[src/hdl/pbls_pkg.sv]
// ----------------------------------------------------------------------------
// pbls_pkg
// Shared types, operation and status codes for the partitioned list store.
// ----------------------------------------------------------------------------
package pbls_pkg;

   typedef enum logic [3:0] {
      OP_CREATE          = 4'd0,
      OP_APPEND          = 4'd1,
      OP_DROP_LAST       = 4'd2,
      OP_DELETE_VALUE    = 4'd3,
      OP_RESIZE          = 4'd4,
      OP_COUNT           = 4'd5,
      OP_READ            = 4'd6,
      OP_READ_SORTED     = 4'd7,
      OP_READ_ALL        = 4'd8,
      OP_READ_ALL_SORTED = 4'd9,
      OP_RELEASE_ALL     = 4'd10
   } op_type;

   typedef enum logic [3:0] {
      ST_OK            = 4'd0,
      ST_INVALID_SLOT  = 4'd1,
      ST_NO_LIST       = 4'd2,
      ST_EXISTS        = 4'd3,
      ST_BAD_SIZE      = 4'd4,
      ST_OUT_OF_MEMORY = 4'd5,
      ST_FULL          = 4'd6,
      ST_EMPTY         = 4'd7,
      ST_NOT_FOUND     = 4'd8,
      ST_BAD_NEW_SIZE  = 4'd9,
      ST_ALL_EMPTY     = 4'd10
   } status_type;

   typedef struct packed {
      logic [3:0]         operation;
      logic [3:0]         slot;
      logic signed [31:0] value;
      logic signed [7:0]  amount;
   } req_type;

   typedef struct packed {
      status_type         status;
      logic signed [31:0] data;
      logic               has_data;
      logic [2:0]         element_count;
      logic               last;
   } rsp_type;

   // decoded command handed from front to back
   typedef struct packed {
      op_type             op;
      logic               slot_ok;
      logic [3:0]         slot;
      logic signed [31:0] value;
      logic signed [7:0]  amount;
      status_type         create_st;
   } cmd_type;

   function automatic rsp_type mk_rsp(status_type st, logic signed [31:0] d,
                                      logic h, logic [2:0] c, logic l);
      rsp_type r;
      r.status        = st;
      r.data          = d;
      r.has_data      = h;
      r.element_count = c;
      r.last          = l;
      return r;
   endfunction

endpackage

[src/hdl/pbls_ram.sv]
// ----------------------------------------------------------------------------
// pbls_ram
// Generic RAM: one write port, one read port, registered read data.
// ----------------------------------------------------------------------------
module pbls_ram #(
   parameter int WIDTH = 32,
   parameter int DEPTH = 60
) (
   input  logic                                    clock,
   input  logic                                    wr_en,
   input  logic [(DEPTH > 1 ? $clog2(DEPTH) : 1)-1:0] wr_addr,
   input  logic [WIDTH-1:0]                        wr_data,
   input  logic [(DEPTH > 1 ? $clog2(DEPTH) : 1)-1:0] rd_addr,
   output logic [WIDTH-1:0]                        rd_data
);

   logic [WIDTH-1:0] mem_ff [DEPTH];
   logic [WIDTH-1:0] rd_data_ff;

   always_ff @(posedge clock) begin
      if (wr_en) begin
         mem_ff[wr_addr] <= wr_data;
      end
      rd_data_ff <= mem_ff[rd_addr];
   end

   assign rd_data = rd_data_ff;

endmodule

[src/hdl/pbls_queue.sv]
// ----------------------------------------------------------------------------
// pbls_queue
// Two-entry command queue between the front decoder and the back engine.
// ----------------------------------------------------------------------------
module pbls_queue (
   input  logic              clock,
   input  logic              reset,
   input  logic              push_valid,
   input  pbls_pkg::cmd_type push_data,
   output logic              full,
   input  logic              pop,
   output logic              out_valid,
   output pbls_pkg::cmd_type out_data
);

   pbls_pkg::cmd_type entry_ff [2];
   logic              wr_ptr_ff, wr_ptr_in;
   logic              rd_ptr_ff, rd_ptr_in;
   logic [1:0]        count_ff, count_in;
   logic              do_push, do_pop;

   assign full      = (count_ff == 2'd2);
   assign out_valid = (count_ff != 2'd0);
   assign out_data  = entry_ff[rd_ptr_ff];
   assign do_push   = push_valid && !full;
   assign do_pop    = pop && out_valid;

   always_comb begin
      wr_ptr_in = wr_ptr_ff ^ do_push;
      rd_ptr_in = rd_ptr_ff ^ do_pop;
      count_in  = count_ff + {1'b0, do_push} - {1'b0, do_pop};
   end

   always_ff @(posedge clock) begin
      if (reset) begin
         wr_ptr_ff <= 1'b0;
         rd_ptr_ff <= 1'b0;
         count_ff  <= 2'd0;
      end else begin
         wr_ptr_ff <= wr_ptr_in;
         rd_ptr_ff <= rd_ptr_in;
         count_ff  <= count_in;
      end
      if (do_push) begin
         entry_ff[wr_ptr_ff] <= push_data;
      end
   end

endmodule

[src/hdl/pbls_front.sv]
// ----------------------------------------------------------------------------
// pbls_front
// Accepts request transfers, drops unused codes, checks slot range and
// create size, and pushes a decoded command into the queue.
// ----------------------------------------------------------------------------
module pbls_front #(
   parameter int SLOTS = 10,
   parameter int DEPTH = 6
) (
   input  logic              req_valid,
   output logic              req_stall,
   input  pbls_pkg::req_type req_data,
   input  logic              queue_full,
   output logic              push_valid,
   output pbls_pkg::cmd_type push_data
);

   logic op_used;

   assign req_stall = queue_full;
   assign op_used   = (req_data.operation <= pbls_pkg::OP_RELEASE_ALL);
   assign push_valid = req_valid && op_used;

   always_comb begin
      push_data.op      = pbls_pkg::op_type'(req_data.operation);
      push_data.slot_ok = (req_data.slot != 4'd0) &&
                          ({1'b0, req_data.slot} <= 5'(SLOTS));
      push_data.slot    = req_data.slot - 4'd1;
      push_data.value   = req_data.value;
      push_data.amount  = req_data.amount;
      if (req_data.amount < 8'sd1) begin
         push_data.create_st = pbls_pkg::ST_BAD_SIZE;
      end else if ($signed({req_data.amount[7], req_data.amount}) >
                   $signed(9'(DEPTH))) begin
         push_data.create_st = pbls_pkg::ST_OUT_OF_MEMORY;
      end else begin
         push_data.create_st = pbls_pkg::ST_OK;
      end
   end

endmodule

[src/hdl/pbls_back.sv]
// ----------------------------------------------------------------------------
// pbls_back
// Executes commands against the slot table and element RAM; walks lists for
// reads, compaction and sorted output; holds the response register.
// ----------------------------------------------------------------------------
module pbls_back #(
   parameter int SLOTS = 10,
   parameter int DEPTH = 6
) (
   input  logic              clock,
   input  logic              reset,
   input  logic              cmd_valid,
   input  pbls_pkg::cmd_type cmd_data,
   output logic              cmd_pop,
   input  logic              rsp_stall,
   output logic              rsp_valid,
   output pbls_pkg::rsp_type rsp_data
);

   localparam int TOTAL = SLOTS * DEPTH;
   localparam int AW    = (TOTAL > 1) ? $clog2(TOTAL) : 1;
   localparam int SW    = (SLOTS > 1) ? $clog2(SLOTS) : 1;
   localparam int CW    = $clog2(DEPTH + 1);
   localparam int NW    = $clog2(TOTAL + 1);

   typedef enum logic [7:0] {
      S_IDLE = 8'b0000_0001,
      S_EXEC = 8'b0000_0010,
      S_SUM  = 8'b0000_0100,
      S_CHK  = 8'b0000_1000,
      S_NEXT = 8'b0001_0000,
      S_WAIT = 8'b0010_0000,
      S_USE  = 8'b0100_0000,
      S_EMIT = 8'b1000_0000
   } state_type;

   typedef enum logic [1:0] {
      M_READ   = 2'd0,
      M_SORT   = 2'd1,
      M_DFIND  = 2'd2,
      M_DSHIFT = 2'd3
   } mode_type;

   state_type          state_ff, state_in;
   mode_type           mode_ff, mode_in;
   pbls_pkg::cmd_type  cmd_ff, cmd_in;
   logic               alloc_ff [SLOTS];
   logic               alloc_in [SLOTS];
   logic [CW-1:0]      cap_ff [SLOTS];
   logic [CW-1:0]      cap_in [SLOTS];
   logic [CW-1:0]      fill_ff [SLOTS];
   logic [CW-1:0]      fill_in [SLOTS];
   logic [SW-1:0]      scan_slot_ff, scan_slot_in;
   logic [SW-1:0]      scan_first_ff, scan_first_in;
   logic [SW-1:0]      scan_end_ff, scan_end_in;
   logic [CW-1:0]      idx_ff, idx_in;
   logic [AW-1:0]      addr_ff, addr_in;
   logic [NW-1:0]      total_ff, total_in;
   logic [NW-1:0]      emitted_ff, emitted_in;
   logic [NW-1:0]      dup_ff, dup_in;
   logic signed [31:0] best_ff, best_in;
   logic signed [31:0] prev_ff, prev_in;
   logic               have_prev_ff, have_prev_in;
   logic               found_ff, found_in;
   logic               rsp_valid_ff, rsp_valid_in;
   pbls_pkg::rsp_type  rsp_ff, rsp_in;

   logic [SW-1:0]      sel_slot;
   logic               s_alloc;
   logic [CW-1:0]      s_cap;
   logic [CW-1:0]      s_fill;
   logic [AW-1:0]      base_addr;
   logic [AW-1:0]      elem_addr;
   logic [AW-1:0]      fill_addr;
   logic               out_free;
   logic               sorted_op;
   logic               last_one;
   logic signed [9:0]  ncap;
   logic [CW+2:0]      fill_ext;
   logic               wr_en;
   logic [AW-1:0]      wr_addr;
   logic [31:0]        wr_data;
   logic [31:0]        ram_rd;
   logic signed [31:0] rd_word;

   pbls_ram #(
      .WIDTH(32),
      .DEPTH(TOTAL)
   ) u_ram (
      .clock   (clock),
      .wr_en   (wr_en),
      .wr_addr (wr_addr),
      .wr_data (wr_data),
      .rd_addr (addr_ff),
      .rd_data (ram_rd)
   );

   assign rd_word   = $signed(ram_rd);
   assign sel_slot  = (state_ff == S_EXEC) ? cmd_ff.slot[SW-1:0] : scan_slot_ff;
   assign s_alloc   = alloc_ff[sel_slot];
   assign s_cap     = cap_ff[sel_slot];
   assign s_fill    = fill_ff[sel_slot];
   assign base_addr = AW'(sel_slot) * AW'(DEPTH);
   assign elem_addr = base_addr + AW'(idx_ff);
   assign fill_addr = base_addr + AW'(s_fill);
   assign out_free  = !rsp_valid_ff || !rsp_stall;
   assign sorted_op = (cmd_ff.op == pbls_pkg::OP_READ_SORTED) ||
                      (cmd_ff.op == pbls_pkg::OP_READ_ALL_SORTED);
   assign last_one  = (NW'(emitted_ff + 1'b1) == total_ff);
   assign ncap      = $signed({{(10 - CW){1'b0}}, s_cap}) +
                      $signed({{2{cmd_ff.amount[7]}}, cmd_ff.amount});
   assign fill_ext  = {3'b000, s_fill};
   assign rsp_valid = rsp_valid_ff;
   assign rsp_data  = rsp_ff;

   always_comb begin
      state_in      = state_ff;
      mode_in       = mode_ff;
      cmd_in        = cmd_ff;
      alloc_in      = alloc_ff;
      cap_in        = cap_ff;
      fill_in       = fill_ff;
      scan_slot_in  = scan_slot_ff;
      scan_first_in = scan_first_ff;
      scan_end_in   = scan_end_ff;
      idx_in        = idx_ff;
      addr_in       = addr_ff;
      total_in      = total_ff;
      emitted_in    = emitted_ff;
      dup_in        = dup_ff;
      best_in       = best_ff;
      prev_in       = prev_ff;
      have_prev_in  = have_prev_ff;
      found_in      = found_ff;
      rsp_valid_in  = rsp_valid_ff && rsp_stall;
      rsp_in        = rsp_ff;
      cmd_pop       = 1'b0;
      wr_en         = 1'b0;
      wr_addr       = addr_ff - 1'b1;
      wr_data       = cmd_ff.value;

      case (state_ff)
         S_IDLE: begin
            if (cmd_valid) begin
               cmd_pop  = 1'b1;
               cmd_in   = cmd_data;
               state_in = S_EXEC;
            end
         end

         S_EXEC: begin
            if (out_free) begin
               state_in     = S_IDLE;
               rsp_valid_in = 1'b1;
               rsp_in       = pbls_pkg::mk_rsp(pbls_pkg::ST_OK, '0, 1'b0, 3'd0, 1'b1);
               case (cmd_ff.op)
                  pbls_pkg::OP_RELEASE_ALL: begin
                     for (int i = 0; i < SLOTS; i++) begin
                        alloc_in[i] = 1'b0;
                        cap_in[i]   = '0;
                        fill_in[i]  = '0;
                     end
                  end
                  pbls_pkg::OP_READ_ALL, pbls_pkg::OP_READ_ALL_SORTED: begin
                     rsp_valid_in = 1'b0;
                     total_in     = '0;
                     scan_slot_in = '0;
                     state_in     = S_SUM;
                  end
                  default: begin
                     if (!cmd_ff.slot_ok) begin
                        rsp_in.status = pbls_pkg::ST_INVALID_SLOT;
                     end else if (cmd_ff.op == pbls_pkg::OP_CREATE) begin
                        if (s_alloc) begin
                           rsp_in.status = pbls_pkg::ST_EXISTS;
                        end else if (cmd_ff.create_st != pbls_pkg::ST_OK) begin
                           rsp_in.status = cmd_ff.create_st;
                        end else begin
                           alloc_in[sel_slot] = 1'b1;
                           cap_in[sel_slot]   = cmd_ff.amount[CW-1:0];
                           fill_in[sel_slot]  = '0;
                        end
                     end else if (!s_alloc) begin
                        rsp_in.status = pbls_pkg::ST_NO_LIST;
                     end else begin
                        case (cmd_ff.op)
                           pbls_pkg::OP_APPEND: begin
                              if (s_fill >= s_cap) begin
                                 rsp_in.status = pbls_pkg::ST_FULL;
                              end else begin
                                 wr_en             = 1'b1;
                                 wr_addr           = fill_addr;
                                 fill_in[sel_slot] = s_fill + 1'b1;
                              end
                           end
                           pbls_pkg::OP_DROP_LAST: begin
                              if (s_fill == '0) begin
                                 rsp_in.status = pbls_pkg::ST_EMPTY;
                              end else begin
                                 fill_in[sel_slot] = s_fill - 1'b1;
                              end
                           end
                           pbls_pkg::OP_DELETE_VALUE: begin
                              if (s_fill == '0) begin
                                 rsp_in.status = pbls_pkg::ST_EMPTY;
                              end else begin
                                 rsp_valid_in = 1'b0;
                                 mode_in      = M_DFIND;
                                 scan_slot_in = sel_slot;
                                 idx_in       = '0;
                                 state_in     = S_NEXT;
                              end
                           end
                           pbls_pkg::OP_RESIZE: begin
                              if (ncap < 10'sd1) begin
                                 rsp_in.status = pbls_pkg::ST_BAD_NEW_SIZE;
                              end else if (ncap > $signed(10'(DEPTH))) begin
                                 rsp_in.status = pbls_pkg::ST_OUT_OF_MEMORY;
                              end else begin
                                 cap_in[sel_slot] = ncap[CW-1:0];
                                 if (s_fill > ncap[CW-1:0]) begin
                                    fill_in[sel_slot] = ncap[CW-1:0];
                                 end
                              end
                           end
                           pbls_pkg::OP_COUNT: begin
                              if (s_fill == '0) begin
                                 rsp_in.status = pbls_pkg::ST_EMPTY;
                              end else begin
                                 rsp_in.element_count = fill_ext[2:0];
                              end
                           end
                           pbls_pkg::OP_READ, pbls_pkg::OP_READ_SORTED: begin
                              if (s_fill != '0) begin
                                 rsp_valid_in  = 1'b0;
                                 total_in      = NW'(s_fill);
                                 emitted_in    = '0;
                                 scan_slot_in  = sel_slot;
                                 scan_first_in = sel_slot;
                                 scan_end_in   = sel_slot;
                                 idx_in        = '0;
                                 have_prev_in  = 1'b0;
                                 found_in      = 1'b0;
                                 mode_in       = sorted_op ? M_SORT : M_READ;
                                 state_in      = S_NEXT;
                              end
                           end
                           default: begin
                              rsp_valid_in = 1'b0;
                           end
                        endcase
                     end
                  end
               endcase
            end
         end

         S_SUM: begin
            total_in = total_ff + (s_alloc ? NW'(s_fill) : '0);
            if (scan_slot_ff == SW'(SLOTS - 1)) begin
               state_in = S_CHK;
            end else begin
               scan_slot_in = scan_slot_ff + 1'b1;
            end
         end

         S_CHK: begin
            if (total_ff == '0) begin
               if (out_free) begin
                  rsp_valid_in = 1'b1;
                  rsp_in = pbls_pkg::mk_rsp(pbls_pkg::ST_ALL_EMPTY, '0, 1'b0, 3'd0, 1'b1);
                  state_in = S_IDLE;
               end
            end else begin
               scan_slot_in  = '0;
               scan_first_in = '0;
               scan_end_in   = SW'(SLOTS - 1);
               idx_in        = '0;
               emitted_in    = '0;
               have_prev_in  = 1'b0;
               found_in      = 1'b0;
               mode_in       = sorted_op ? M_SORT : M_READ;
               state_in      = S_NEXT;
            end
         end

         S_NEXT: begin
            if (s_alloc && (idx_ff < s_fill)) begin
               addr_in  = elem_addr;
               state_in = S_WAIT;
            end else begin
               case (mode_ff)
                  M_DFIND: begin
                     if (out_free) begin
                        rsp_valid_in = 1'b1;
                        rsp_in = pbls_pkg::mk_rsp(pbls_pkg::ST_NOT_FOUND, '0, 1'b0,
                                                  3'd0, 1'b1);
                        state_in = S_IDLE;
                     end
                  end
                  M_DSHIFT: begin
                     if (out_free) begin
                        fill_in[sel_slot] = s_fill - 1'b1;
                        rsp_valid_in = 1'b1;
                        rsp_in = pbls_pkg::mk_rsp(pbls_pkg::ST_OK, '0, 1'b0, 3'd0, 1'b1);
                        state_in = S_IDLE;
                     end
                  end
                  default: begin
                     if (scan_slot_ff == scan_end_ff) begin
                        state_in = (mode_ff == M_SORT) ? S_EMIT : S_IDLE;
                     end else begin
                        scan_slot_in = scan_slot_ff + 1'b1;
                        idx_in       = '0;
                     end
                  end
               endcase
            end
         end

         S_WAIT: begin
            state_in = S_USE;
         end

         S_USE: begin
            case (mode_ff)
               M_READ: begin
                  if (out_free) begin
                     rsp_valid_in = 1'b1;
                     rsp_in = pbls_pkg::mk_rsp(pbls_pkg::ST_OK, rd_word, 1'b1, 3'd0,
                                               last_one);
                     emitted_in = emitted_ff + 1'b1;
                     idx_in     = idx_ff + 1'b1;
                     state_in   = last_one ? S_IDLE : S_NEXT;
                  end
               end
               M_SORT: begin
                  if (!have_prev_ff || (rd_word > prev_ff)) begin
                     if (!found_ff || (rd_word < best_ff)) begin
                        best_in  = rd_word;
                        dup_in   = NW'(1);
                        found_in = 1'b1;
                     end else if (rd_word == best_ff) begin
                        dup_in = dup_ff + 1'b1;
                     end
                  end
                  idx_in   = idx_ff + 1'b1;
                  state_in = S_NEXT;
               end
               M_DFIND: begin
                  if (rd_word == cmd_ff.value) begin
                     mode_in = M_DSHIFT;
                  end
                  idx_in   = idx_ff + 1'b1;
                  state_in = S_NEXT;
               end
               default: begin
                  wr_en    = 1'b1;
                  wr_addr  = addr_ff - 1'b1;
                  wr_data  = ram_rd;
                  idx_in   = idx_ff + 1'b1;
                  state_in = S_NEXT;
               end
            endcase
         end

         S_EMIT: begin
            if (out_free) begin
               rsp_valid_in = 1'b1;
               rsp_in = pbls_pkg::mk_rsp(pbls_pkg::ST_OK, best_ff, 1'b1, 3'd0, last_one);
               emitted_in = emitted_ff + 1'b1;
               dup_in     = dup_ff - 1'b1;
               if (last_one) begin
                  state_in = S_IDLE;
               end else if (dup_ff == NW'(1)) begin
                  prev_in      = best_ff;
                  have_prev_in = 1'b1;
                  found_in     = 1'b0;
                  scan_slot_in = scan_first_ff;
                  idx_in       = '0;
                  state_in     = S_NEXT;
               end
            end
         end

         default: begin
            state_in = S_IDLE;
         end
      endcase
   end

   always_ff @(posedge clock) begin
      if (reset) begin
         state_ff     <= S_IDLE;
         rsp_valid_ff <= 1'b0;
         alloc_ff     <= '{default: '0};
         cap_ff       <= '{default: '0};
         fill_ff      <= '{default: '0};
      end else begin
         state_ff     <= state_in;
         rsp_valid_ff <= rsp_valid_in;
         alloc_ff     <= alloc_in;
         cap_ff       <= cap_in;
         fill_ff      <= fill_in;
      end
      mode_ff       <= mode_in;
      cmd_ff        <= cmd_in;
      scan_slot_ff  <= scan_slot_in;
      scan_first_ff <= scan_first_in;
      scan_end_ff   <= scan_end_in;
      idx_ff        <= idx_in;
      addr_ff       <= addr_in;
      total_ff      <= total_in;
      emitted_ff    <= emitted_in;
      dup_ff        <= dup_in;
      best_ff       <= best_in;
      prev_ff       <= prev_in;
      have_prev_ff  <= have_prev_in;
      found_ff      <= found_in;
      rsp_ff        <= rsp_in;
   end

endmodule

[src/hdl/partitioned_bounded_list_store_unit.sv]
// ----------------------------------------------------------------------------
// partitioned_bounded_list_store_unit
// SLOTS bounded lists of up to DEPTH words each, with create, append,
// delete, resize, count, plain and sorted reads, and release.
// ----------------------------------------------------------------------------
// Usage:
//   req_* carries one command per transfer (valid/stall). Unused operation
//   codes are taken and dropped. rsp_* returns one or more results per
//   command; last marks the final one. Multi-element reads give one result
//   per element.
//   A front decoder feeds a two-entry command queue; the back engine runs one
//   command at a time. Element reads issue the RAM address, wait for the
//   registered read data and then use it, element by element. Delete walks
//   the list the same way, entry by entry. Read all first scans SLOTS slot
//   entries. Sorted reads make one pass over the elements for each distinct
//   value. Reset clears all lists and both channels; stored words stay
//   undefined until appended. While a valid result is stalled by rsp_stall,
//   the result register holds and the engine waits; the queue keeps taking
//   commands until it is full.
// ----------------------------------------------------------------------------
module partitioned_bounded_list_store_unit #(
   parameter int SLOTS = 10,
   parameter int DEPTH = 6
) (
   input  logic              clock,
   input  logic              reset,
   input  logic              req_valid,
   output logic              req_stall,
   input  pbls_pkg::req_type req_data,
   output logic              rsp_valid,
   input  logic              rsp_stall,
   output pbls_pkg::rsp_type rsp_data
);

   logic              queue_full;
   logic              push_valid;
   pbls_pkg::cmd_type push_data;
   logic              cmd_valid;
   pbls_pkg::cmd_type cmd_data;
   logic              cmd_pop;

   pbls_front #(
      .SLOTS(SLOTS),
      .DEPTH(DEPTH)
   ) u_front (
      .req_valid  (req_valid),
      .req_stall  (req_stall),
      .req_data   (req_data),
      .queue_full (queue_full),
      .push_valid (push_valid),
      .push_data  (push_data)
   );

   pbls_queue u_queue (
      .clock      (clock),
      .reset      (reset),
      .push_valid (push_valid),
      .push_data  (push_data),
      .full       (queue_full),
      .pop        (cmd_pop),
      .out_valid  (cmd_valid),
      .out_data   (cmd_data)
   );

   pbls_back #(
      .SLOTS(SLOTS),
      .DEPTH(DEPTH)
   ) u_back (
      .clock     (clock),
      .reset     (reset),
      .cmd_valid (cmd_valid),
      .cmd_data  (cmd_data),
      .cmd_pop   (cmd_pop),
      .rsp_stall (rsp_stall),
      .rsp_valid (rsp_valid),
      .rsp_data  (rsp_data)
   );

endmodule

[config.mk]
export PLATFORM = sky130hd
export DESIGN_NAME = partitioned_bounded_list_store_unit
export DESIGN_NICKNAME = d
export VERILOG_FILES = /design/src/hdl/pbls_pkg.sv /design/src/hdl/pbls_ram.sv /design/src/hdl/pbls_queue.sv /design/src/hdl/pbls_front.sv /design/src/hdl/pbls_back.sv /design/src/hdl/partitioned_bounded_list_store_unit.sv
export SDC_FILE = /design/constraint.sdc
export NUM_CORES = 2
export LEC_CHECK = 0
export ABC_CLOCK_PERIOD_IN_PS = 9400
export BUFFER_PORTS_ARGS = -buffer_cell sky130_fd_sc_hd__buf_4
export CAP_MARGIN = 15
export CORE_UTILIZATION = 63
export CTS_BUF_LIST = sky130_fd_sc_hd__clkbuf_16
export CTS_CLUSTER_DIAMETER = 30
export CTS_CLUSTER_SIZE = 12
export DETAILED_ROUTE_END_ITERATION = 8
export GPL_TIMING_DRIVEN = 1
export PLACE_DENSITY = 0.79
export REMOVE_ABC_BUFFERS = 1
export SLEW_MARGIN = 20
export SYNTH_ARGS = -nofsm -noshare
export SYNTH_HDL_FRONTEND = slang
export SYNTH_HIERARCHICAL = 1
export SYNTH_SLANG_ARGS = --single-unit
[constraint.sdc]
create_clock -name clock -period 9.4 [get_ports clock]
set_input_delay 1.41 -clock clock [delete_from_list [all_inputs] [get_ports clock]]
set_output_delay 1.41 -clock clock [all_outputs]
set_load 0.01 [all_outputs]
# [After elaboration in Yosys (flattened, before gate mapping)]
# Memory sizes are Yosys's and may differ from the RTL's. A register that Yosys moved wholly into a read port is not among the register bits.
# Index checks and enable logic that the tools add are counted.
[totals] reg_bits=231 mem_bits_rw=2026 in_bits=52 elab_cells=490 memories=2
[classes] add_sub_neg=15 n_mul=1 magnitude_cmp=13 eq_ne=92 mux=244 bitwise_logic=8 n_reduce_logical=62
[memory_table] name="u_back.u_ram.mem_ff" words=60 word_bits=32 rd=1 rd_ports_with_merged_regs=1 wr=1 line_no="pbls_ram.sv:17" source="logic [WIDTH-1:0] mem_ff [DEPTH];"
[memory_table] name="u_queue.entry_ff" words=2 word_bits=53 rd=1 rd_ports_with_merged_regs=1 wr=1 line_no="pbls_queue.sv:16" source="pbls_pkg::cmd_type entry_ff [2];"
[op_table] op="2-to-1 mux 30 bit" n=22
[op_table] op="2-to-1 mux 41 bit" n=9
[op_table] op="case mux 41 bit (5 select lines)" n=1
[op_table] op="case mux 30 bit (2 select lines)" n=3
[op_table] op="2-to-1 mux 6 bit" n=29
[op_table] op="bitwise mux 30 bit" n=5
[op_table] op="2-to-1 mux 8 bit" n=17
[op_table] op="2-to-1 mux 4 bit" n=30
[op_table] op="2-to-1 mux 3 bit" n=32
[op_table] op="case mux 30 bit (3 select lines)" n=1
[op_table] op="case mux 41 bit (2 select lines)" n=1
[op_table] op="equality test 32 bit" n=2
[op_table] op="2-to-1 mux 32 bit" n=2
[op_table] op="case mux 8 bit (8 select lines)" n=1
[op_table] op="2-to-1 mux 1 bit" n=46
[op_table] op="2-to-1 mux 10 bit" n=4
[op_table] op="case mux 6 bit (2 select lines)" n=3
[op_table] op="inequality test 2 x 1 -> 1 bit, second input constant" n=17
[op_table] op="AND reduction 17 bit" n=2
[op_table] op="> comparator 32 bit" n=1
[op_table] op="< comparator 32 bit" n=1
[op_table] op="case mux 4 bit (2 select lines)" n=4
[op_table] op="case mux 8 bit (2 select lines)" n=2
[op_table] op="bitwise AND 30 bit" n=1
[op_table] op="96 further kinds" n=199

# [Logic depth before layout (Yosys ltp)]
[logic_depth] word_depth=18 depth_mapped=27

# [Hierarchy]
# The synthesis kept the hierarchy.
[modules_own_cells] module="pbls_ram" instances=1 cells_per_inst=3155 area_each_um2=73994.7
[modules_own_cells] module="pbls_back" instances=1 cells_per_inst=1923 area_each_um2=17817.1
[modules_own_cells] module="pbls_queue" instances=1 cells_per_inst=188 area_each_um2=4076.4
[modules_own_cells] module="pbls_front" instances=1 cells_per_inst=68 area_each_um2=513.0

# [Least setup slack after synthesis]
# OpenSTA, ideal clock, no wires.
[synth_path] path_type="flip-flop to flip-flop" start="register u_back.state_ff[6]" end="register u_back.rsp_ff (netlist bit u_back/rsp_data[0]) (enable)" setup_ps=541 arrival_ps=6920 required_ps=8859 setup_slack_ps=1938 path_stages_with_launch=19 path_buffers=3 cell_sequence="dfxtp_1 -> buf_6 -> or4b_1 -> buf_4 -> o21ai_4 -> nand2_2 -> buf_4 -> nand2_1 -> and3_1 -> a311oi_1 -> a31o_2 -> a21oi_1 -> ha_1 -> a21o_1 -> a21oi_1 -> o21a_1 -> nand2_1 -> a21oi_1 -> nor4_1"
[synth_between] elab_chain_len=10 word_cells_on_any_way=27 cone_classes="1 x order compare; 15 x eq/ne; 7 x mux; 1 x bitwise; 3 x reduce/logical"
[synth_rtl] item="start: declaration" line_no="pbls_back.sv:44" source="state_type state_ff, state_in;"
[synth_rtl] item="start signal: assignment" line_no="pbls_back.sv:400" source="state_ff <= state_in;"
[synth_rtl] item="equality test 8 x 2 -> 1 bit" line_no="pbls_back.sv:99, pbls_back.sv:142"
[synth_rtl] item="2-to-1 mux 4 bit" line_no="pbls_back.sv:99" source="assign sel_slot = (state_ff == S_EXEC) ? cmd_ff.slot[SW-1:0] : scan_slot_ff;"
[synth_rtl] item="inverter 4 -> 5 bit (not written as such)" line_no="pbls_back.sv:100, pbls_back.sv:102"
[synth_rtl] item="binary-select mux 3 bit (select 4 bit)" line_no="pbls_back.sv:102" source="assign s_fill = fill_ff[sel_slot];"
[synth_rtl] item="2-to-1 mux 3 bit (not written as such) (2 in series)" line_no="pbls_back.sv:102"
[synth_rtl] item="< comparator 3 bit" line_no="pbls_back.sv:288" source="if (s_alloc && (idx_ff < s_fill)) begin"
[synth_rtl] item="logical AND 1 bit" line_no="pbls_back.sv:288"
[synth_rtl] item="inequality test 2 bit (no line)"
[synth_rtl] item="AND reduction 11 bit (no line) (*)"
[synth_rtl] item="end signal: assignment" line_no="pbls_back.sv:420" source="rsp_ff <= rsp_in;"
[synth_rtl] item="end: declaration" line_no="pbls_back.sv:66" source="pbls_pkg::rsp_type rsp_ff, rsp_in;"
# Every way passes the cells marked *; elsewhere a longest branch is shown, timed or not. The select of a mux whose other input is x is not followed.
# A chain may end at the register's enable or synchronous reset.

# [Worst setup path in the final report]
[layout_path] start="register u_back.state_ff[1]" end="memory u_back.u_ram.mem_ff[3][23] (enable)"
[layout_between] word_cells_on_any_way=34 cone_classes="1 x add/sub; 1 x mul; 1 x order compare; 2 x eq/ne; 28 x mux; 1 x bitwise"
[layout_rtl] item="equality test 8 x 2 -> 1 bit" line_no="pbls_back.sv:99"
[layout_rtl] item="2-to-1 mux 4 bit" line_no="pbls_back.sv:99"
[layout_rtl] item="via u_back.sel_slot[2]" line_no="pbls_back.sv:68" source="logic [SW-1:0] sel_slot;"
[layout_rtl] item="inverter 4 -> 5 bit (not written as such)" line_no="pbls_back.sv:102"
[layout_rtl] item="binary-select mux 3 bit (select 4 bit)" line_no="pbls_back.sv:102"
[layout_rtl] item="2-to-1 mux 3 bit (not written as such) (2 in series)" line_no="pbls_back.sv:102"
[layout_rtl] item="adder 6 x 3 -> 6 bit" line_no="pbls_back.sv:105" source="assign fill_addr = base_addr + AW'(s_fill);"
[layout_rtl] item="via u_back.fill_addr[0]" line_no="pbls_back.sv:74" source="logic [AW-1:0] fill_addr;"
[layout_rtl] item="2-to-1 mux 6 bit" line_no="pbls_back.sv:188" source="if (s_fill >= s_cap) begin"
[layout_rtl] item="2-to-1 mux 6 bit" line_no="pbls_back.sv:186" source="case (cmd_ff.op)"
[layout_rtl] item="2-to-1 mux 6 bit" line_no="pbls_back.sv:183" source="end else if (!s_alloc) begin"
[layout_rtl] item="2-to-1 mux 6 bit" line_no="pbls_back.sv:173" source="end else if (cmd_ff.op == pbls_pkg::OP_CREATE) begin"
[layout_rtl] item="2-to-1 mux 6 bit" line_no="pbls_back.sv:171" source="if (!cmd_ff.slot_ok) begin"
[layout_rtl] item="2-to-1 mux 6 bit" line_no="pbls_back.sv:156" source="case (cmd_ff.op)"
[layout_rtl] item="2-to-1 mux 6 bit" line_no="pbls_back.sv:152" source="if (out_free) begin"
[layout_rtl] item="2-to-1 mux 6 bit"
[layout_rtl] item="end: declaration" line_no="pbls_ram.sv:17"
# The timed path passes the listed nets, and every way through them passes these cells. The select of a mux whose other input is x is not followed.

==> impl_results.md <==
* Status: finished, violations left
* Failing checks: DRC
* YS warnings at 6
* Crit Path Max Fanout at 32
* GRT Total Usage at 38.7%
* GR met3 Demand/Resource at 13.0%
* H-tree depth at 5
* Remaining Overflow, GRT at 0
* RSZ-0062 raised after global routing: false
* Most numerous cell in the Yosys netlist: edfxtp_1
* Setup Viol. Count Final at 0
* Buffers added on ports at 94
* Met1 Use GR at 49.9%
* Starting Density at 63.5%
* Die Area at 155000 sq um
* Largest area contributor in the netlist: edfxtp_1
* CTS buffer count at 422
* Yosys reg bits at 2340
* Vias in the first global route at 56600
* Post_cts resized at 0
* Vias at 57700
* PwrDens at 274 nW/um^2
* Asr flop ratio synth at 0%
* Std-Cell Rows at 143
* Hold Crit Class: register to register
* Post-CTS Setup Bufs at 0
* CP max stage delay at 1.00 ns
* # hold bufs at CTS at 0
* Post-DR wirelength/cell at 36.7 um
* Skew final at 0.0790 ns
* Initial antenna violation count at 35
* Startpoint type of the worst setup path: register
* Pin count of the biggest net entering global routing at 126
* ANT nets after route at 0
* Count of pins over their slew limit at 0
* Period utilisation layout at 87.7%
* Most used routing layer: met2
* Top cells by area, synth: edfxtp_1 69%, mux4_2 12%, dfxtp_1 2.4%
* Fin nets at 5833
* Max_slew headroom at 3.03%
* Num Clock Sinks at 2340
* Routing usage on met2 at 58.5%
* Cells after Synth at 5334
* CTS root buffer: clkbuf_16
* Cell Area, Synth at 96400 sq um
* WHS at 0.418 ns
* Initial DRC Count at 11000
* Synth-to-layout area growth at 18.3%
* Post-synth EDFFs at 2225
* Max_cap viols at 0
* WS Path Type: register to register
* Crit path DAT at 8.78 ns
* Leak pwr at 38.1 nW
* Die H at 393 um
* Post-synth cell types at 99
* Worst-margin pin slew at 1.44 ns
* Total iterations of the first detailed-routing run at 9
* Crit-path cells: nor4b_2, a21oi_1, a21oi_2, clkinv_2, a311oi_1, o221ai_2, inv_1, ha_1, nand2b_1, a21o_1, a21o_1, nor4_1, and3_1, nand3_1, nor2_1, a21oi_1, buf_4, or3_1, nor2_4
* Residual DRC at 135
* Seq/Total Area, Yosys at 71.7%
* Total core area at 152000 sq um
* Final Wtd Congestion at 0.963
* Clock insertion delay at the later pin of the skew report at 1.00 ns
* Highest Clock Rate at 121 MHz
* Slowest cell on the critical path: nor2_4
* Worst ir drop on vdd at 0.259 mV
* Post-DP HPWL at 158 mm
* CTS max path bufs at 4
* IO Pins at 95
* Setup TNS at 0 ns
* Clock slew at reported path FFs at 0.05 ns
* Synthesized area per cell at 18.1 sq um
* Vias/cell at 7.17
* Commonest cells post-synth: 2225 x edfxtp_1, 499 x mux4_2, 351 x nand2_1, 204 x nor2_1, 140 x clkbuf_1
* CTS tree: yes
* Share of cells above drive strength 1 at 28.6%
* Final WL at 295 mm
* Crit end category: register
* First-pass GRT wire length at 416 mm
* Most used flip-flop cell after synthesis: edfxtp_1
* Fin util at 75.1%
* Die Wd at 393 um
* Required @ worst endpoint at 9.94 ns
* Top cell type's share of synthesized area at 69.3%
* Minimum clock period at 8.24 ns
* Fin. Hold Viols at 0
-- placed cells by master, fill, tap and decap left out, drive strengths merged, types with 146 or more instances in the layout --
cell,count
clkinv,150
edfxtp,2225
inv,207
mux2,146
nor2,205
nand2,354
buf,246
clkbuf,433
o21ai,178
mux4,499
-- final timing paths --
kind                           start                    endpoint  slack (ns)  depth (start not counted)
setup reg to reg  u_back/state_ff[1]  u_back/u_ram/mem_ff[3][23]        1.16                         19
hold reg to reg    u_back/best_ff[4]           u_back/prev_ff[4]        0.42                          0
setup / recovery  u_back/state_ff[1]  u_back/u_ram/mem_ff[3][23]        1.16                         19
hold / removal     u_back/best_ff[4]           u_back/prev_ff[4]        0.42                          0
-- layer usage --
layer | part of all wire [%] | wire, um
met2 | 46 | 135000
met3 | 15 | 43300
met5 | 0.19 | 564
met4 | 6.5 | 19200
met1 | 33 | 97300
-- per-stage QoR --
step	power (W)	instances	setup slack [ns]	area, sq um
CTS	0.0311	8029	1.41	114000
floorplan	0.0144	4997	-16.59	94600
global placement	0.0158	7272	1.49	99800
global route	0.0318	8035	0.692	114000
finish	0.0312	8044	1.16	114000
detailed placement	0.0159	7272	1.51	99800
-- power by group --
part	switching, W	total, W	internal, W
combinational	0.00260	0.00317	0.000563
clock	0.00553	0.0153	0.00974
sequential	0.000164	0.0128	0.0126
-- sequential cells by signal, summed over array words and instances, names as in the netlist, 3 cells and up --
signal	count
u_back/addr_ff	6
u_back/alloc_ff	10
u_back/best_ff	32
u_back/cap_ff	30
u_back/cmd_ff	53
u_back/dup_ff	6
u_back/emitted_ff	6
u_back/fill_ff	30
u_back/idx_ff	3
u_back/prev_ff	32
u_back/rsp_data	41
u_back/scan_end_ff	4
u_back/scan_slot_ff	4
u_back/state_ff	8
u_back/total_ff	6
u_back/u_ram/mem_ff	1920
u_back/u_ram/rd_data	32
u_queue/entry_ff	106
-- area by class of cell --
type | instances | area [sq um]
Clock buffer | 433 | 10800
Clock inverter | 324 | 3310
Antenna cell | 14 | 35.0
Inverter | 121 | 460
Tap cell | 2030 | 2540
Sequential cell | 2340 | 69100
Timing Repair Buffer | 246 | 2060
Multi-Input combinational cell | 2536 | 25700
Fill cell | 7736 | 37900
-- worst max-delay path: cells and delay by family (launching register included) --
kind	cells	cell delay, ns
simple gates	8	4.25
compound gates	7	2.02
buf+inv	3	0.83
flops	1	0.46
fa+ha+maj	1	0.23
-- kinds of logic after synthesis --
group | share of synthesized area (%)
other | 0.00389
muxes | 14.4
and+or+nand+nor | 4.57
AOI/OAI and AO/OA | 4.72
buffers and inverters | 2.39
adders and majority gates | 1.52
DFF | 71.7
xor gates and xnor gates | 0.687
(Power assumes the default switching activity.)
